### src/hw/rtl/pcob_queue.sv
// Command queue between front and back end of the binner.
// Depends on nothing beyond its parameters.
module pcob_queue #(
  parameter int unsigned Width = 8,
  parameter int unsigned Depth = 4
) (
  input  logic             clk_i,
  input  logic             rst_ni,
  input  logic             push_i,
  input  logic [Width-1:0] wdata_i,
  output logic             full_o,
  input  logic             pop_i,
  output logic [Width-1:0] rdata_o,
  output logic             empty_o
);

  localparam int unsigned PtrW = $clog2(Depth);
  localparam int unsigned CntW = $clog2(Depth + 1);

  logic [Width-1:0] slot_q [Depth];
  logic [PtrW-1:0]  wr_q, wr_d, rd_q, rd_d;
  logic [CntW-1:0]  cnt_q, cnt_d;

  assign full_o  = (cnt_q == CntW'(Depth));
  assign empty_o = (cnt_q == '0);
  assign rdata_o = slot_q[rd_q];

  always_comb begin
    wr_d  = wr_q;
    rd_d  = rd_q;
    cnt_d = cnt_q;
    if (push_i) begin
      wr_d = (wr_q == PtrW'(Depth - 1)) ? '0 : wr_q + 1'b1;
    end
    if (pop_i) begin
      rd_d = (rd_q == PtrW'(Depth - 1)) ? '0 : rd_q + 1'b1;
    end
    if (push_i && !pop_i) begin
      cnt_d = cnt_q + 1'b1;
    end else if (pop_i && !push_i) begin
      cnt_d = cnt_q - 1'b1;
    end
  end

  always_ff @(posedge clk_i or negedge rst_ni) begin
    if (!rst_ni) begin
      wr_q  <= '0;
      rd_q  <= '0;
      cnt_q <= '0;
    end else begin
      wr_q  <= wr_d;
      rd_q  <= rd_d;
      cnt_q <= cnt_d;
    end
  end

  always_ff @(posedge clk_i) begin
    if (push_i) begin
      slot_q[wr_q] <= wdata_i;
    end
  end

endmodule

### config.mk
export PLATFORM = sky130hd
export DESIGN_NAME = pcob_queue
export DESIGN_NICKNAME = d
export VERILOG_FILES = /design/src/hw/rtl/pcob_queue.sv
export SDC_FILE = /design/constraint.sdc
export NUM_CORES = 1
export LEC_CHECK = 0
export CORE_MARGIN = 3
export CORE_UTILIZATION = 64
export CTS_BUF_LIST = sky130_fd_sc_hd__clkbuf_8
export CTS_CLUSTER_DIAMETER = 30
export DETAILED_ROUTE_END_ITERATION = 12
export DONT_BUFFER_PORTS = 1
export PLACE_DENSITY = 0.89
export SLEW_MARGIN = 20
export SYNTH_ARGS = -nofsm -noshare
export SYNTH_HDL_FRONTEND = slang
export SYNTH_SLANG_ARGS = --single-unit
### constraint.sdc
create_clock -name clk_i -period 1.5 [get_ports clk_i]
set_clock_uncertainty 0.05 [all_clocks]
set_input_delay 0.075 -clock clk_i [delete_from_list [all_inputs] [get_ports clk_i]]
set_output_delay 0.075 -clock clk_i [all_outputs]
set_load 0.01 [all_outputs]
; After elaboration in Yosys (flattened, before gate mapping)
; Memory sizes are Yosys's and may differ from the RTL's.
; Cells that the tools add are included.
[totals]
ff_bits = 7
latchBits = 0
ram_bits = 32
mem_bits_ro = 0
inputBits = 12
out_inout_bits = 10
word_cells = 23
memories = 1
[classes]
add_sub_neg = 4
multipliers = 0
div_mod_pow = 0
n_lt_le_gt_ge = 0
eq_ne = 3
shift = 0
mux = 6
bitwise = 0
n_reduce_logical = 6
[mem_list]
columns = memory, depth, width, read_ports, rd_clocked_by_memory_dff, write_ports, line_no
row1 = slot_q, 4, 8, 1, 0, 1, 20  ; logic [Width-1:0] slot_q [Depth];
[op_table]
columns = cell, n
row1 = 2-to-1 mux 3 bit, 2
row2 = adder 2 x 1 -> 2 bit (second input constant), 2
row3 = equality test 2 bit (second input constant), 2
row4 = 2-to-1 mux 2 bit, 2
row5 = adder 3 x 1 -> 3 bit (second input constant), 1
row6 = equality test 3 bit (second input constant), 1
row7 = zero test 3 bit, 1
row8 = subtractor 3 x 1 -> 3 bit (second input constant), 1
row9 = logical AND 1 bit, 2
row10 = zero test 1 bit, 2
row11 = 2-to-1 mux 1 bit, 2
row12 = nonzero test 2 bit, 1

; Logic depth before layout (Yosys ltp)
[logic_depth]
depth_word = 4
ltp_mapped = 7
depth_no_buf = 7

; Least setup slack after synthesis
; OpenSTA, ideal clock, no wires.
[synth_timing]
kind = register -> register
start = reg cnt_q[0]
end = reg cnt_q[2]
setup_ns = 0.079
arrival_ns = 1.216
t_required_ns = 1.371
path_slack_ns = 0.155
path_stages_with_launch = 5
path_buffers = 0
period_less_slack_ns = 1.345
cell_sequence = dfrtp_1 -> fa_1 -> xor2_1 -> nor2_1 -> xor2_1
[synth_via]
elab_chain_len = 3
elab_cells_between_ends = 4
cone_classes = add/sub (2) / mux (2)
[synth_lines]
columns = item, line_no
row1 = "start, declared", 22  ; logic [CntW-1:0] cnt_q, cnt_d;
row2 = "start signal, assigned", 53  ; cnt_q <= cnt_d;
row3 = subtractor 3 x 1 -> 3 bit, 41  ; cnt_d = cnt_q - 1'b1;
row4 = 2-to-1 mux 3 bit, 40  ; end else if (pop_i && !push_i) begin
row5 = 2-to-1 mux 3 bit *, 38  ; if (push_i && !pop_i) begin
; Mark *: on every way between the ends. The rest lies on a longest branch, timed or not. The select of a mux whose other input is x is not followed.
; A chain may end at the register's enable or synchronous reset.

; Worst setup path in the final report
[layout_timing]
start = reg rd_q[0]
end = out rdata_o[2]
[layout_via]
elab_chain_len = 1
[layout_lines]
columns = item, line_no
row1 = "start, declared", 21  ; logic [PtrW-1:0] wr_q, wr_d, rd_q, rd_d;
row2 = "start signal, assigned", 52  ; rd_q <= rd_d;
row3 = memory read (4 x 8 bit), -
row4 = "end, declared", 13  ; output logic [Width-1:0] rdata_o,
; No other way between the ends.

==> flow_summary.ini <==
[setup_path]
crit_chain = buf_6, mux4_2
worstPathMaxFanout = 6
worst_setup_path_end_kind = output pin
cp.arrival_ns = 1.40
critPathSlowestCell = mux4_2
slowest_delay_ns = 0.55
critPathRequiredTime_ns = 1.37
r2r_slack_ns = 0.04
rr_startpoint = cnt_q[0]
critPathKind = reg2out
r2r_end = cnt_q[2]
cp-start-kind = flop
reg2regPathDepth = 4

[place]
preCtsSetupSlack_ns = 0.0723
gp_congestion = 0.664
io_buffers = 0
placed_area_mm2 = 0.00167

[layout]
drive_gt1_frac = 0.303
nets = 127
post-route-util = 0.842
fillers = 86
fin_area_mm2 = 0.00192
multi_input_area_um2 = 402
area_delta_synth_final_pct = 22.0
ff_latch_area_mm2 = 0.00114
n_antenna_cell = 0

[cts]
clock-sinks = 39
root_buffer = clkbuf_8
h-tree-depth = 2
clkLatencyLatePin_ns = 0.29
cts_tree = done
clockBufferDepth = 2
cts_inserted_buffers = 5
clk_pin_slew_ns = 0.08

[timing]
maxSlewHeadroom = 0.751
setup_tns_ns = -0.105
slew_viol_final = 0
hold_viol_final = 0
setup_viol = 6
rsz0062_at_grt = true
tightest_slew_ns = 0.372
worst_slack_ns = -0.0269
post-route-min-period_ns = 1.53
period_share = 1.02
fmax_mhz = 655

[route]
final_antenna_net_count = 0
drcViolationCount = 0
totalWireLength_mm = 2.98
routed_via_density = 5.88
drtPass1Iterations = 4
wl_per_cell_um = 21.7
num_vias = 805
first_iter_violations = 39

[power]
finalPower_uw = 3510
vdd_drop_max_uv = 1620
p_leak_uw = 0.000717
powerDensity_mw_per_mm2 = 1830

[floorplanning]
fp-row-count = 17
die_y_um = 55.5
start_util = 0.690
die_x_um = 55.5
core_area_mm2 = 0.00228
ioPinCount = 22
die_area_mm2 = 0.00308

[yosys]
synth_top_area_share = 0.612
yosysWarnings = 0
synth_cells = 79
avgSynthCellArea_um2 = 19.9
yosysUniqueCellTypes = 18
synth_seq_cells = 39
syn-cell-area_mm2 = 0.00157
yosysTopAreaCell = edfxtp_1
seq_area_frac_synth = 0.724
synth_nets = 98
synthTopCellsByArea = edfxtp_1, mux4_2, dfrtp_1

[global_route]
first_global_vias = 880
grt_usage = 0.234
grt_pass1_wl_mm = 4.97
grt_start_max_net_pins = 13
antenna_found_initial = 0
grt-ovfl-total = 0

[hold_path]
worstHoldPathType = in2async

[status]
status = finished, violations left
violations = negative setup slack

[job]
max_cap_viol_count = 0
## layer usage
layer | routed length, µm | vias to the layer above | GRT usage
li1 | - | 357 | -
met1 | 1130 | 410 | 0.269
met2 | 1590 | 33 | 0.383
met3 | 216 | 5 | 0.0981
met4 | 47 | 0 | 0.104
met5 | 0 | - | 0
## cells in the final DEF, fill, tap and decap left out, drive strengths merged, types with 2 or more instances in the layout
master and instances:
dfrtp 7, clkinv 2, buf 13, xor2 2
nor2 2, inv 5, mux2 3, clkbuf 5
edfxtp 32, dlygate4sd3 11, mux4 8, o21ai 2
and2 4, ha 6
## Yosys cell counts
library cell	count
nor2_1	2
nand2_1	1
and2_1	4
o21ai_0	2
mux2_2	3
inv_1	5
nor3_1	1
buf_2	1
xor2_1	2
mux4_2	8
nor3b_1	1
dfrtp_1	7
ha_1	6
edfxtp_1	32
fa_1	1
nand3_1	1
xnor2_1	1
buf_6	1
## power by group
group          leakage, µW  switching [µW]  internal (µW)
Sequential        0.000376             129           1430
Clock            0.0000556             347            486
Combinational     0.000285             552            569
## cells by family (layout without fill, tap and decap cells)
kind of cell / count (synthesis) / after routing / synth area share
fa+ha+maj: 7 / 7 / 0.0606
xor+xnor: 3 / 3 / 0.0167
buf+inv: 7 / 37 / 0.0223
mux: 11 / 11 / 0.136
compound gates: 2 / 2 / 0.00637
simple gates: 10 / 10 / 0.0343
flops: 39 / 39 / 0.724
## stage by stage
stage | instances | hold slack, ns
2_1_floorplan | 79 | -0.271
3_3_place_gp | 116 | -0.270
3_5_place_dp | 116 | -0.270
4_1_cts | 135 | 0.0283
5_1_grt | 137 | 0.0502
6_report | 137 | 0.0526
## registers in the layout, summed over array words and instances (netlist names)
| register | cells |
|---|---|
| slot_q | 32 |
| wr_q | 2 |
| rd_q | 2 |
| cnt_q | 3 |
## worst max-delay path: cells and delay by family (launching register included)
kind	cells	cell delay, ns
mux	1	0.55
flops	1	0.40
buf+inv	1	0.16
## worst max-delay path by stage
stage / from / endpoint / slack, ns / cells after the start
after global routing: rd_q[0] / rdata_o[2] / -0.07 / 2
final: rd_q[0] / rdata_o[2] / -0.03 / 2
after floorplan: cnt_q[0] / cnt_q[2] / 0.15 / 4
after CTS: rd_q[0] / rdata_o[5] / 0.004 / 2
after global placement: cnt_q[0] / cnt_q[2] / 0.14 / 4
after detailed placement: cnt_q[0] / cnt_q[2] / 0.07 / 4
## repair_timing
action	CTS	global route
hold buffers	11	0
setup buffers	0	2
endpoints found under the hold margin	43	0
pin swaps	0	3
resized for setup	1	3
setup endpoints to repair	4	9
cloned	0	0
## cell type report
class | instances | area share
tap | 28 | 0.0183
sequential | 39 | 0.594
clock buffer | 5 | 0.0359
clock inverter | 3 | 0.0202
timing repair buffer | 24 | 0.112
inverter | 5 | 0.00980
multi-input combinational | 33 | 0.210
No activity file was read; power rests on OpenSTA's default activity.
