===== config.mk =====
export PLATFORM = sky130hd
export DESIGN_NAME = pcob_front_flat
export DESIGN_NICKNAME = d
export VERILOG_FILES = /design/src/hw/rtl/pcob_pkg.sv /design/src/hw/rtl/pcob_if.sv /design/src/hw/rtl/pcob_front.sv /design/src/flat_wrapper.sv
export SDC_FILE = /design/constraint.sdc
export NUM_CORES = 1
export LEC_CHECK = 0
export ABC_CLOCK_PERIOD_IN_PS = 6100
export BUFFER_PORTS_ARGS = -buffer_cell sky130_fd_sc_hd__buf_2
export CAP_MARGIN = 20
export CORE_UTILIZATION = 50
export CTS_CLUSTER_DIAMETER = 30
export CTS_CLUSTER_SIZE = 12
export DETAILED_ROUTE_END_ITERATION = 10
export GPL_ROUTABILITY_DRIVEN = 0
export HOLD_SLACK_MARGIN = 0.08
export PLACE_DENSITY = 0.77
export SLEW_MARGIN = 30
export SYNTH_ARGS = -nofsm -noshare
export SYNTH_HDL_FRONTEND = slang
export SYNTH_SLANG_ARGS = --single-unit

===== constraint.sdc =====
create_clock -name clk_i -period 6.1 [get_ports clk_i]
set_input_delay 0.305 -clock clk_i [delete_from_list [all_inputs] [get_ports clk_i]]
set_output_delay 0.305 -clock clk_i [all_outputs]
set_load 0.05 [all_outputs]

===== src/hw/rtl/pcob_pkg.sv =====
// Shared types and constants of the point cloud obstacle binner.
// No dependencies.
package pcob_pkg;

  typedef enum logic {
    OpBin   = 1'b0,
    OpClear = 1'b1
  } op_e;

  typedef logic [1:0] mark_t;

  localparam mark_t MarkFree    = 2'd0;
  localparam mark_t MarkCluster = 2'd1;
  localparam mark_t MarkLoose   = 2'd2;

  localparam logic [7:0] ColourFull = 8'hFF;

  localparam int unsigned CellUnits     = 80;
  localparam int unsigned LateralOffset = 20480;
  localparam int unsigned ForwardBias   = 4915;

  // divide by 80: shift by 4, then multiply by the reciprocal of 5
  localparam int unsigned XW         = 14;
  localparam int unsigned RecipShift = 18;
  localparam int unsigned ProdW      = 30;
  localparam int unsigned QuotW      = ProdW - RecipShift;
  localparam logic [15:0] Recip5     = 16'd52429;

  localparam int unsigned QueueDepth = 4;

  typedef struct packed {
    logic  is_clear;
    logic  red;
    mark_t mark;
  } cmd_ctl_t;

  typedef struct packed {
    logic clearing;
  } bk_status_t;

  typedef enum logic [1:0] {
    BkClear,
    BkIdle,
    BkCheck
  } bk_state_e;

endpackage


===== src/hw/rtl/pcob_if.sv =====
// Channel interfaces of the point cloud obstacle binner: point words in,
// obstacle words out. No dependencies.
interface pcob_pt_if;
  logic               valid;
  logic               ready;
  logic               op;
  logic signed [17:0] lateral_pos;
  logic signed [17:0] forward_pos;
  logic        [7:0]  red_level;
  logic        [7:0]  green_level;
  logic        [7:0]  blue_level;

  modport source (
    output valid, op, lateral_pos, forward_pos, red_level, green_level, blue_level,
    input  ready
  );
  modport sink (
    input  valid, op, lateral_pos, forward_pos, red_level, green_level, blue_level,
    output ready
  );
endinterface



===== src/hw/rtl/pcob_front.sv =====
// Front end: accepts point words, bins coordinates into row and column,
// drops skipped and off-grid points and pushes commands. Depends on pcob_pkg, pcob_if.
module pcob_front
  import pcob_pkg::*;
#(
  parameter int unsigned GridSide = 512,
  localparam int unsigned IdxW = $clog2(GridSide),
  localparam int unsigned CmdW = $bits(cmd_ctl_t) + 2 * IdxW
) (
  input  logic             clk_i,
  input  logic             rst_ni,
  pcob_pt_if.sink          pt_i,
  input  bk_status_t       status_i,
  output logic             push_o,
  output logic [CmdW-1:0]  cmd_o,
  input  logic             full_i
);

  logic signed [18:0] lat_sum;
  logic               lat_far, fwd_far;
  logic [XW-1:0]      lat_x, fwd_x;
  logic               acc, f_free, need, in_grid;
  logic [ProdW-1:0]   prod_r, prod_c;
  logic [QuotW-1:0]   q_r, q_c;
  cmd_ctl_t           ctl;

  logic               f_vld_q, f_vld_d;
  logic               f_clr_q, f_skip_q, f_red_q;
  mark_t              f_mark_q;
  logic [XW-1:0]      f_xr_q, f_xc_q;

  assign lat_sum = $signed({pt_i.lateral_pos[17], pt_i.lateral_pos}) + 19'sd20480;
  assign lat_far = lat_sum < -19'sd79;
  assign fwd_far = pt_i.forward_pos < -18'sd79;
  assign lat_x   = lat_sum[18] ? '0 : lat_sum[17:4];
  assign fwd_x   = pt_i.forward_pos[17] ? '0 : {1'b0, pt_i.forward_pos[16:4]};

  assign prod_r  = ProdW'(f_xr_q) * ProdW'(Recip5);
  assign prod_c  = ProdW'(f_xc_q) * ProdW'(Recip5);
  assign q_r     = prod_r[ProdW-1:RecipShift];
  assign q_c     = prod_c[ProdW-1:RecipShift];
  assign in_grid = (q_r < QuotW'(GridSide)) && (q_c < QuotW'(GridSide));

  assign need       = f_vld_q && (f_clr_q || (!f_skip_q && in_grid));
  assign push_o     = need && !full_i;
  assign f_free     = !f_vld_q || !need || !full_i;
  assign pt_i.ready = f_free && !status_i.clearing;
  assign acc        = pt_i.valid && pt_i.ready;
  assign f_vld_d    = acc || (f_vld_q && !f_free);

  assign ctl   = '{is_clear: f_clr_q, red: f_red_q, mark: f_mark_q};
  assign cmd_o = {ctl, q_r[IdxW-1:0], q_c[IdxW-1:0]};

  always_ff @(posedge clk_i or negedge rst_ni) begin
    if (!rst_ni) begin
      f_vld_q <= 1'b0;
    end else begin
      f_vld_q <= f_vld_d;
    end
  end

  always_ff @(posedge clk_i) begin
    if (acc) begin
      f_clr_q  <= (pt_i.op == OpClear);
      f_skip_q <= (pt_i.green_level == ColourFull) || lat_far || fwd_far;
      f_red_q  <= (pt_i.red_level == ColourFull);
      f_mark_q <= (pt_i.blue_level == ColourFull) ? MarkLoose : MarkCluster;
      f_xr_q   <= lat_x;
      f_xc_q   <= fwd_x;
    end
  end

endmodule


===== src/flat_wrapper.sv =====
// flat-port wrapper written by rule: the top's interface ports become plain ports
module pcob_front_flat import pcob_pkg::*;
#(
  parameter int unsigned GridSide = 512,
  localparam int unsigned IdxW = $clog2(GridSide),
  localparam int unsigned CmdW = $bits(cmd_ctl_t) + 2 * IdxW
)
  (clk_i, rst_ni, status_i, push_o, cmd_o, full_i, pt_i_valid, pt_i_op, pt_i_lateral_pos, pt_i_forward_pos, pt_i_red_level, pt_i_green_level, pt_i_blue_level, pt_i_ready);
  pcob_pt_if pt_i_i ();
  input  logic clk_i;
  input  logic rst_ni;
  input  bk_status_t status_i;
  output logic push_o;
  output logic [CmdW-1:0] cmd_o;
  input  logic full_i;
  input wire logic [$bits(pt_i_i.valid)-1:0] pt_i_valid;
  input wire logic [$bits(pt_i_i.op)-1:0] pt_i_op;
  input wire logic [$bits(pt_i_i.lateral_pos)-1:0] pt_i_lateral_pos;
  input wire logic [$bits(pt_i_i.forward_pos)-1:0] pt_i_forward_pos;
  input wire logic [$bits(pt_i_i.red_level)-1:0] pt_i_red_level;
  input wire logic [$bits(pt_i_i.green_level)-1:0] pt_i_green_level;
  input wire logic [$bits(pt_i_i.blue_level)-1:0] pt_i_blue_level;
  output wire logic [$bits(pt_i_i.ready)-1:0] pt_i_ready;
  assign pt_i_i.valid = pt_i_valid;
  assign pt_i_i.op = pt_i_op;
  assign pt_i_i.lateral_pos = pt_i_lateral_pos;
  assign pt_i_i.forward_pos = pt_i_forward_pos;
  assign pt_i_i.red_level = pt_i_red_level;
  assign pt_i_i.green_level = pt_i_green_level;
  assign pt_i_i.blue_level = pt_i_blue_level;
  assign pt_i_ready = pt_i_i.ready;
  pcob_front #(.GridSide(GridSide)) u_core (.clk_i(clk_i), .rst_ni(rst_ni), .pt_i(pt_i_i), .status_i(status_i), .push_o(push_o), .cmd_o(cmd_o), .full_i(full_i));
endmodule

[Word-level counts from Yosys, hierarchy flattened]
Cells that the tools add are included.
Storage, ports and cells
  word-level logic and storage cells: 38
  register bits after elaboration: 34
  output and inout bits: 24
Operators by class
  muxes and demuxes: 1
  $mul: 2
  add/sub/neg operators: 1
  $lt $le $gt $ge: 4
  equal/unequal tests: 3
  reductions and logical operators: 19
Operator list (count)
  $mul A14 B16 Y30 const B: 2
  $eq A8 B8 Y1 const B: 3
  $lt A12 B10 Y1 const B: 2
  $add A18 B16 Y19 const B: 1
  $lt A19 B8 Y1 const B: 1
  $lt A18 B8 Y1 const B: 1
  $logic_and A1 B1 Y1: 7
  $logic_not A1 Y1: 6
  $logic_or A1 B1 Y1: 6
  $mux W2: 1

[Depth between registers and ports, before layout]
Gate-level depths: netlist (run 1).
  depth after elaboration: 12
  gate-level depth with buffers: 23
  gate-level depth less buffers: 23

[Least setup slack after synthesis (run 1)]
OpenSTA, ideal clock, no wires.
  path kind: register to register
  start point: register u_core.f_xc_q[6]
  end point: register u_core.f_clr_q (enable)
  library setup time: 0.392 ns
  data required time: 5.708 ns
  stages on the path, launching flop included: 20
  slack: -0.358 ns
  arrival: 6.066 ns
  cells stage by stage: edfxtp_1 inv_1 ha_1 fa_1 inv_1 fa_1 inv_1 fa_1 inv_1 fa_1 fa_1 ha_1 a211oi_1 o21ai_1 a2111oi_1 a21oi_1 a2111oi_0 a2111oi_2 nand4_1 and3b_1
On the way
  cells in the longest elaborated chain, start to end: 11
Ends and longest elaborated chain
  from (decl): RTL line pcob_front.sv:30  | logic [XW-1:0] f_xr_q, f_xc_q;
  from (signal assigned): RTL line pcob_front.sv:69  | f_xc_q <= fwd_x;
  $mul A14 B16 Y30: RTL line pcob_front.sv:39  | assign prod_c = ProdW'(f_xc_q) * ProdW'(Recip5);
  $lt A12 B10 Y1: RTL line pcob_front.sv:42  | assign in_grid = (q_r < QuotW'(GridSide)) && (q_c < QuotW'(GridSide));
  $logic_and A1 B1 Y1: RTL line pcob_front.sv:42
  $logic_and A1 B1 Y1: RTL line pcob_front.sv:44  | assign need = f_vld_q && (f_clr_q || (!f_skip_q && in_grid));
  $logic_or A1 B1 Y1: RTL line pcob_front.sv:44
  $logic_and A1 B1 Y1: RTL line pcob_front.sv:44
  $logic_not A1 Y1: RTL line pcob_front.sv:46  | assign f_free = !f_vld_q || !need || !full_i;
  $logic_or A1 B1 Y1 (2 in series): RTL line pcob_front.sv:46
  $logic_and A1 B1 Y1: RTL line pcob_front.sv:47  | assign pt_i.ready = f_free && !status_i.clearing;
  $logic_and A1 B1 Y1: RTL line pcob_front.sv:48  | assign acc = pt_i.valid && pt_i.ready;
  net u_core.acc: RTL line pcob_front.sv:22  | logic acc, f_free, need, in_grid;
  to (signal assigned): RTL line pcob_front.sv:64  | f_clr_q <= (pt_i.op == OpClear);
  to (decl): RTL line pcob_front.sv:28  | logic f_clr_q, f_skip_q, f_red_q;
The timed path passes the listed nets, and every way through them passes these cells.
A chain may end at the register's enable or synchronous reset.

[Final worst setup path (run 1)]
  start point: register u_core.f_xc_q[7]
  end point: output pt_i_ready
On the way
  cells in the longest elaborated chain, start to end: 10
Ends and longest elaborated chain
  $mul A14 B16 Y30: RTL line pcob_front.sv:39
  $lt A12 B10 Y1: RTL line pcob_front.sv:42
  $logic_and A1 B1 Y1: RTL line pcob_front.sv:42
  $logic_and A1 B1 Y1: RTL line pcob_front.sv:44
  $logic_or A1 B1 Y1: RTL line pcob_front.sv:44
  $logic_and A1 B1 Y1: RTL line pcob_front.sv:44
  $logic_not A1 Y1: RTL line pcob_front.sv:46
  $logic_or A1 B1 Y1 (2 in series): RTL line pcob_front.sv:46
  $logic_and A1 B1 Y1: RTL line pcob_front.sv:47
  to (decl): RTL line flat_wrapper.sv:23  | output wire logic [$bits(pt_i_i.ready)-1:0] pt_i_ready;
No other way between the ends.

==> results of run 1 <==
==> final cells by class <==
type                    count  share of cell area, %
inverters                 193                   7.25
repair buffers            141                   9.25
clock buffers               7                   1.43
clock inverters             1                  0.301
flip-flops and latches     33                   9.87
well taps                 216                   2.71
multi-input cells         605                   69.2
==> cells in the mapped netlist, types with 4 or more instances <==
library cell / n / area (µm²)
nand4_1: 17 / 106
ha_1: 200 / 2500
nor3_1: 10 / 50.1
and2_1: 15 / 93.8
a31oi_1: 4 / 25.0
xor2_1: 15 / 131
o21bai_1: 6 / 45.0
and3_1: 4 / 25.0
xnor2_1: 13 / 114
nor2b_1: 16 / 100
a211oi_1: 4 / 30.0
nand2_1: 28 / 105
inv_1: 193 / 724
nor2_1: 26 / 97.6
clkbuf_1: 7 / 26.3
nand3_1: 19 / 95.1
o21ai_0: 17 / 85.1
a21oi_1: 36 / 180
o21ai_1: 6 / 30.0
o211ai_1: 5 / 37.5
fa_1: 102 / 2040
edfxtp_1: 32 / 961
or2_2: 5 / 31.3
a21o_1: 16 / 120
==> state kept, by name (all words and copies together) (netlist names) <==
| name | flops |
|---|---|
| u_core.f_vld_q | 1 |
| u_core.f_clr_q | 1 |
| u_core.f_xr_q | 14 |
| u_core.f_mark_q | 2 |
| u_core.f_skip_q | 1 |
| u_core.f_red_q | 1 |
| u_core.f_xc_q | 13 |
==> through the flow <==
stage	TNS (ns)	setup slack (ns)
after floorplan	0	0.0138
after global placement	-0.110	-0.00976
after global routing	-9.26	-0.271
after detailed placement	-3.94	-0.120
final	-2.79	-0.105
after CTS	-0.0136	-0.0136
==> logic make-up (layout without fill, tap and decap cells) <==
| family | Yosys count | after routing |
|---|---|---|
| AO/OA/AOI/OAI | 120 | 120 |
| XOR/XNOR | 28 | 28 |
| adder cells (fa/ha/maj) | 302 | 302 |
| buffers and inverters | 203 | 342 |
| flip-flops | 33 | 33 |
| AND/OR/NAND/NOR | 155 | 155 |
==> worst max path at each step <==
stage                                    start                              to  slack, ns  cells past startpoint
2_1_floorplan  u_core.f_xr_q[12]$_SDFFCE_PN0P_                       cmd_o[13]       0.01                     23
3_3_place_gp    u_core.f_xc_q[7]$_SDFFCE_PP0P_                      pt_i_ready      -0.01                     20
6_report        u_core.f_xc_q[7]$_SDFFCE_PP0P_                      pt_i_ready      -0.10                     21
5_1_grt         u_core.f_xc_q[7]$_SDFFCE_PP0P_                      pt_i_ready      -0.27                     21
4_1_cts        u_core.f_xr_q[12]$_SDFFCE_PN0P_                      pt_i_ready      -0.01                     24
3_5_place_dp    u_core.f_xc_q[7]$_SDFFCE_PP0P_  u_core.f_xc_q[3]$_SDFFCE_PP0P_      -0.12                     20
==> worst max-delay path, delay by kind of cell, from the launching register on <==
family | cells | cell delay [ns]
adders and majority gates | 7 | 2.99
AOI/OAI and AO/OA | 6 | 1.20
buffers and inverters | 6 | 0.64
DFF | 1 | 0.45
and+or+nand+nor | 2 | 0.32
==> repair_timing <==
item | CTS | global route
setup buffers | 13 | 12
hold endpoints to repair | 1 | 0
hold buffers | 1 | 0
gates resized for setup | 40 | 65
setup endpoints to repair | 43 | 43
pin swaps | 15 | 50
gates cloned | 0 | 3
==> layer usage <==
metal / track usage (%) / wire length [µm] / vias to the layer above
met5: 0 / 0 / -
met4: 3.28 / 229 / 0
met3: 3.85 / 927 / 21
met2: 36.0 / 9430 / 166
met1: 30.6 / 8980 / 3087
li1: - / - / 3094
==> results.cfg, run 1 <==
[placed_design]
dpl_cell_area_um2 = 9040
port_buffers = 89
placed_cells = 1161
dp_hpwl_um = 15600

[clocking]
cts_buffers = 5
cts_tree = built
insertion_delay_ns = 0.29
htree_num_levels = 2
cts_sinks = 33
cts.clk_slew.worst_paths_ns = 0.07
cts-root-buf = clkbuf_16
clock_path_buffers = 2

[critical_path]
max_stage_delay_ns = 0.57
crit_path_end_kind = output pin
cpMaxStageDelayCell = fa_2
path_common_cell = fa_2
arrival_ns = 5.90
reg2reg_from = u_core.f_xc_q[7]$_SDFFCE_PP0P_
startpoint_type = flop
cp.required_ns = 5.79
r2r_slack_ns = -0.09
crit_chain = ha_4 > fa_1 > inv_2 > fa_2 > inv_2 > fa_2 > inv_2 > fa_2 > fa_2 > ha_4 > a211oi_2 > o21ai_2 > a2111oi_4 > buf_4 > a21oi_4 > a2111oi_4 > buf_4 > a2111oi_4 > nand4_1 > and3b_1 > buf_6
critPathMaxFanout = 2
r2r_end = u_core.f_red_q$_DFFE_PP_
crit_type = flop to output pin
r2r_cells = 22

[finish]
stdcell_count = 1196
n_antenna_cell = 0
multi_input_area_um2 = 6910
drive_above_1_share_pct = 23.5
area_delta_synth_final_pct = 22.3
final_core_util_pct = 62.9
n_fill_cell = 1217
final_cell_mix = 181 x ha_1, 180 x inv_1, 93 x fa_1
stdcell_area_um2 = 9990
finalNetCount = 1347
final_common_cell = ha_1
seqCellArea_um2 = 986

[floorplan]
die-height_um = 130
rows = 46
dieArea_um2 = 16800
die_w_um = 130
initial_core_util_pct = 51.4
io_pins = 90
core_um2 = 15900

[timing]
worst_clock_skew_ns = 0.0153
setup_violations = 33
post-route-period-util_pct = 102
finalHoldViolCount = 0
relSlewSlack_pct = 55.3
max_freq_ghz = 0.161
period_needed_ns = 6.20
rsz0062_at_grt = yes
tightest_slew_ns = 0.666
setup_ws_ns = -0.105
slew_viol_final = 0
hold_ws_ns = 0.191

[synth]
async_flop_share_pct = 3.03
synth-simple-area-share_pct = 10.0
yosysUniqueCellTypes = 54
synthXorXnorAreaFrac_pct = 3.00
seq_area_frac_synth_pct = 12.1
syn-instance-count = 841
synth_nets = 1209
synth_compound_gate_area_share_pct = 9.73
muxShareOfSynthArea_pct = 0
synth-seq-cells = 33
synth-warning-count = 0
synth_adder_area_share_pct = 55.7
synth_edf_count = 32
postSynthAreaPerCell_um2 = 9.71
synth_top_family_by_area = adder cells
synth_area_um2 = 8160
yosys_most_used_dff = edfxtp_1

[routing]
vias_per_cell = 5.32
final_antenna_net_count = 0
drt_iter0_markers = 308
wl_um = 19600
wire_per_inst_um = 16.4
dr.pass1.iters = 5
vias = 6368
drc = 0

[grt]
antenna_found_initial = 0
gr-total-overflow = 0
grt_use_total_pct = 21.8
grt_pass1_vias = 6165
grt_max_degree = 33
grt_pass1_wl_um = 28800

[hold_path]
whs_endpoint = u_core.f_clr_q$_DFFE_PP_
hold_path.class = input pin to flop
holdPathStages = 1
hold_start = pt_i_op

[run_status]
violations = setup timing
status = finished, violations left

[run]
cap_viol_max_count = 0
Power of run 1 is left out: the tool's default activity adds up to more than one toggle a clock period on the data nets, which glitch-free logic cannot reach.
==> run 2: changes to the inputs <==
--- a/config.mk
+++ b/config.mk
@@ -14,6 +14,7 @@
 export DETAILED_ROUTE_END_ITERATION = 10
 export GPL_ROUTABILITY_DRIVEN = 0
 export HOLD_SLACK_MARGIN = 0.08
+export MAX_ROUTING_LAYER = met4
 export PLACE_DENSITY = 0.77
 export SLEW_MARGIN = 30
 export SYNTH_ARGS = -nofsm -noshare
==> results.cfg, run 2 (synthesis gave the netlist of run 1 again) <==
[clocking]
cts.clk_slew.worst_paths_ns = 0.07
cts-root-buf = clkbuf_16
clock_path_buffers = 2
cts_sinks = 33
htree_num_levels = 2
cts_buffers = 5
cts_tree = built
insertion_delay_ns = 0.29

[timing]
setup_violations = 33
finalHoldViolCount = 0
post-route-period-util_pct = 102
worst_clock_skew_ns = 0.0141
tightest_slew_ns = 0.659
period_needed_ns = 6.20
slew_viol_final = 0
max_freq_ghz = 0.161
rsz0062_at_grt = yes
setup_ws_ns = -0.0994
relSlewSlack_pct = 55.7

[routing]
vias = 6410
met3_length_um = 1070
wire_per_inst_um = 16.4
met2WireLength_um = 9450
drt_iter0_markers = 344
routed.top_layer = met4
wl_met1_um = 8830
vias_per_cell = 5.36
final_antenna_net_count = 0
drc = 0
wl_um = 19600
dr.pass1.iters = 5

[critical_path]
reg2reg_from = u_core.f_xc_q[7]$_SDFFCE_PP0P_
r2r_cells = 22
crit_path_end_kind = output pin
startpoint_type = flop
r2r_end = u_core.f_red_q$_DFFE_PP_
critPathMaxFanout = 2
cp.required_ns = 5.79
r2r_slack_ns = -0.09
arrival_ns = 5.89
crit_type = flop to output pin

[hold_path]
hold_path.class = input pin to flop
hold_start = pt_i_op
whs_endpoint = u_core.f_clr_q$_DFFE_PP_
holdPathStages = 1

[placed_design]
placed_cells = 1161
dpl_cell_area_um2 = 9040
dp_hpwl_um = 15600
port_buffers = 89

[finish]
finalNetCount = 1347
largest_reg_flops = 14
final_common_cell = ha_1
stdcell_area_um2 = 9990
n_antenna_cell = 0
stdcell_count = 1196
area_delta_synth_final_pct = 22.3
top_register = u_core.f_xr_q
n_fill_cell = 1217
final_cell_mix = 181 x ha_1, 180 x inv_1, 93 x fa_1
top_regs = u_core.f_xr_q (14), u_core.f_xc_q (13), u_core.f_mark_q (2)
drive_above_1_share_pct = 23.5

[run]
cap_viol_max_count = 0

[grt]
grt_pass1_wl_um = 28800
grt_pass1_vias = 6168
gr-total-overflow = 0
grt_max_degree = 33
antenna_found_initial = 0
grt_use_total_pct = 22.5

[floorplan]
dieArea_um2 = 16800
io_pins = 90
initial_core_util_pct = 51.4
rows = 46
die_w_um = 130
die-height_um = 130
core_um2 = 15900

[run_status]
violations = setup timing
status = finished, violations left
[run 2: cell counts in the layout (fill, tap and decap cells not counted)]
No cell type changed its count.
[run 2: worst max-delay path by stage]
| stage | slack (ns) | to | depth (start not counted) | from |
|---|---|---|---|---|
| floorplan | 0.01 | cmd_o[13] | 23 | u_core.f_xr_q[12]$_SDFFCE_PN0P_ |
| global placement | -0.01 | pt_i_ready | 20 | u_core.f_xc_q[7]$_SDFFCE_PP0P_ |
| detailed placement | -0.12 | u_core.f_xc_q[3]$_SDFFCE_PP0P_ | 20 | u_core.f_xc_q[7]$_SDFFCE_PP0P_ |
| CTS | -0.01 | pt_i_ready | 24 | u_core.f_xr_q[12]$_SDFFCE_PN0P_ |
| global route | -0.27 | pt_i_ready | 21 | u_core.f_xc_q[7]$_SDFFCE_PP0P_ |
| finish | -0.1 | pt_i_ready | 21 | u_core.f_xc_q[7]$_SDFFCE_PP0P_ |
[run 2: area by class of cell]
type	count	area, µm²	area share [%]
Tap cell	216	270	2.71
Multi-Input combinational cell	605	6910	69.2
Clock inverter	1	30.0	0.301
Inverter	193	724	7.25
Sequential cell	33	986	9.87
Timing Repair Buffer	141	923	9.25
Clock buffer	7	143	1.43
[run 2: layer usage]
layer | vias up | track usage [%]
li1 | 3097 | -
met2 | 188 | 36.0
met5 | - | -
met1 | 3102 | 30.7
met4 | 0 | 3.28
met3 | 23 | 3.73
[run 2: through the flow]
step	utilization (%)	setup TNS [ns]	setup slack [ns]	hold slack, ns
floorplan	-	0	0.0138	0.00941
global placement	56.9	-0.110	-0.00976	0.0821
detailed placement	56.9	-3.94	-0.120	0.0808
CTS	60.0	-0.0136	-0.0136	0.193
global route	62.9	-9.28	-0.273	0.193
finish	62.9	-2.52	-0.0994	0.193
[run 2: worst max-delay path, cell delays in order (launching register included)]
cell and delay [ns]:
edfxtp_1 0.45, ha_4 0.28, fa_1 0.50, inv_2 0.05, fa_2 0.52, inv_2 0.05
fa_2 0.57, inv_2 0.04, fa_2 0.33, fa_2 0.57, ha_4 0.22, a211oi_2 0.28
o21ai_2 0.13, a2111oi_4 0.38, buf_4 0.18, a21oi_4 0.06, a2111oi_4 0.33, buf_4 0.16
a2111oi_4 0.03, nand4_1 0.14, and3b_1 0.18, buf_6 0.16
[run 2: repair_timing]
action	in CTS	in global routing
gates cloned	0	3
hold buffers	1	0
setup endpoints to repair	43	43
pin swaps	15	50
hold endpoints to repair	1	0
gates resized for setup	40	65
setup buffers	13	12
Power of run 2 is left out for the same reason.
==> run 3: changes to the inputs <==
--- a/config.mk
+++ b/config.mk
@@ -14,7 +14,6 @@
 export DETAILED_ROUTE_END_ITERATION = 10
 export GPL_ROUTABILITY_DRIVEN = 0
 export HOLD_SLACK_MARGIN = 0.08
-export MAX_ROUTING_LAYER = met4
 export PLACE_DENSITY = 0.77
 export SLEW_MARGIN = 30
 export SYNTH_ARGS = -nofsm -noshare
==> constraint.sdc (replaced) <==
create_clock -name clk_i -period 6.1 [get_ports clk_i]
set_input_delay 0 -clock clk_i [delete_from_list [all_inputs] [get_ports clk_i]]
set_output_delay 0 -clock clk_i [all_outputs]
set_load 0.05 [all_outputs]
==> results.cfg, run 3 (synthesis gave the netlist of run 1 again) <==
[floorplan]
dieArea_um2 = 16800
core_um2 = 15900
rows = 46
initial_core_util_pct = 51.4
io_pins = 90
die-height_um = 130
die_w_um = 130

[timing]
slew_viol_final = 0
relSlewSlack_pct = 50.1
hold_ws_ns = 0.0703
setup_violations = 0
max_freq_ghz = 0.166
setup_ws_ns = 0.0769
period_needed_ns = 6.02
rsz0062_at_grt = yes
finalHoldViolCount = 0
worst_clock_skew_ns = 0.0140
post-route-period-util_pct = 98.7
tightest_slew_ns = 0.741

[hold_path]
hold_path.class = input pin to flop
hold_start = pt_i_forward_pos[13]
whs_endpoint = u_core.f_xc_q[9]$_SDFFCE_PP0P_
holdPathStages = 2

[routing]
vias = 6456
final_antenna_net_count = 0
drc = 0
drt_iter0_markers = 309
vias_per_cell = 5.34
wl_um = 19400
dr.pass1.iters = 4
wire_per_inst_um = 16.0

[finish]
largest_reg_flops = 14
top_register = u_core.f_xr_q
final_cell_mix = 185 x inv_1, 183 x ha_1, 99 x fa_1
multi_input_area_um2 = 6780
n_fill_cell = 1227
stdcell_count = 1209
top_regs = u_core.f_xr_q (14), u_core.f_xc_q (13), u_core.f_mark_q (2)
area_delta_synth_final_pct = 22.1
n_antenna_cell = 0
finalNetCount = 1360
seqCellArea_um2 = 986
drive_above_1_share_pct = 19.6
final_common_cell = inv_1

[critical_path]
critPathMaxFanout = 4
cpMaxStageDelayCell = fa_1
r2r_end = u_core.f_mark_q[0]$_DFFE_PP_
crit_chain = inv_1 > ha_2 > inv_1 > ha_1 > ha_1 > fa_1 > fa_1 > fa_1 > ha_1 > a211oi_1 > nand2_1 > o211ai_1 > a31oi_1 > or3_4 > a2111oi_4 > nand4_1 > buf_4 > and3b_1 > buf_6
arrival_ns = 6.02
r2r_cells = 18
r2r_slack_ns = 0.17
reg2reg_from = u_core.f_xc_q[3]$_SDFFCE_PP0P_
cp.required_ns = 6.10
crit_path_end_kind = output pin
startpoint_type = flop
crit_type = flop to output pin
max_stage_delay_ns = 0.58

[grt]
grt_max_degree = 17
antenna_found_initial = 0
grt_use_total_pct = 22.1
grt_pass1_wl_um = 29100
grt_pass1_vias = 6259
gr-total-overflow = 0

[run_status]
status = completed

[placed_design]
place_ws_ns = -0.204
placed_cells = 1151
port_buffers = 89
dp_hpwl_um = 15500

[clocking]
htree_num_levels = 2
cts_sinks = 33
cts_buffers = 5
cts.clk_slew.worst_paths_ns = 0.05
cts-root-buf = clkbuf_16
insertion_delay_ns = 0.29
clock_path_buffers = 2
cts_tree = built

[run]
cap_viol_max_count = 0
## run 3: cell types whose count changed in the layout (fill, tap and decap cells not counted), moves of 4 or more
cell	delta
dlygate4sd3_1	+26
inv_2	-5
fa_2	-6
fa_1	+6
buf_2	+5
buf_4	-10
inv_1	+5
ha_4	-4
buf_6	-5
## run 3: final cells by class
cell class                      instances  share of cell area (%)
Multi-Input combinational cell        605                    68.0
Timing Repair Buffer                  154                    10.4
Sequential cell                        33                    9.89
Inverter                              193                    7.27
Tap cell                              216                    2.71
Clock buffer                            6                    1.39
Clock inverter                          2                   0.377
## run 3: worst max path at each step
stage | from | to | slack, ns | cells after the start
after CTS | u_core.f_xr_q[12]$_SDFFCE_PN0P_ | pt_i_ready | 0.007 | 25
final | u_core.f_xc_q[3]$_SDFFCE_PP0P_ | pt_i_ready | 0.08 | 19
after floorplan | u_core.f_xc_q[6]$_SDFFCE_PP0P_ | u_core.f_clr_q$_DFFE_PP_ | 0.1 | 19
after global placement | u_core.f_xc_q[6]$_SDFFCE_PP0P_ | u_core.f_red_q$_DFFE_PP_ | 0.04 | 20
after detailed placement | u_core.f_xr_q[12]$_SDFFCE_PN0P_ | u_core.f_xr_q[1]$_SDFFCE_PN0P_ | -0.20 | 24
after global routing | u_core.f_xc_q[3]$_SDFFCE_PP0P_ | pt_i_ready | -0.18 | 19
## run 3: timing repair
item                       CTS  global route
buffers inserted             1            22
pin swaps                    4            29
hold endpoints to repair    24             0
gates resized for setup     12            54
setup endpoints to repair   37            41
hold buffers                27             0
## run 3: worst max-delay path: cells and delay by family (launching register included)
family	cells	cell delay, ns
AND/OR/NAND/NOR	4	0.87
AO/OA/AOI/OAI	4	1.25
flip-flops	1	0.43
buffers and inverters	4	0.44
adder cells (fa/ha/maj)	7	2.76
## run 3: stage by stage
stage / cell area (µm²) / utilization [%] / setup TNS [ns]
floorplan: 8170 / - / 0
global placement: 8970 / 56.5 / 0
detailed placement: 8970 / 56.5 / -6.36
CTS: 9480 / 59.7 / 0
global route: 9960 / 62.7 / -2.42
finish: 9960 / 62.7 / 0
## run 3: per-layer routing
metal	vias to the layer above	GRT usage [%]	share of wire, %
li1	3125	-	-
met1	3137	30.6	46
met2	174	36.6	49
met3	20	4.06	4.6
met4	0	3.97	1.0
met5	-	0	0
Power of run 3 is left out for the same reason.
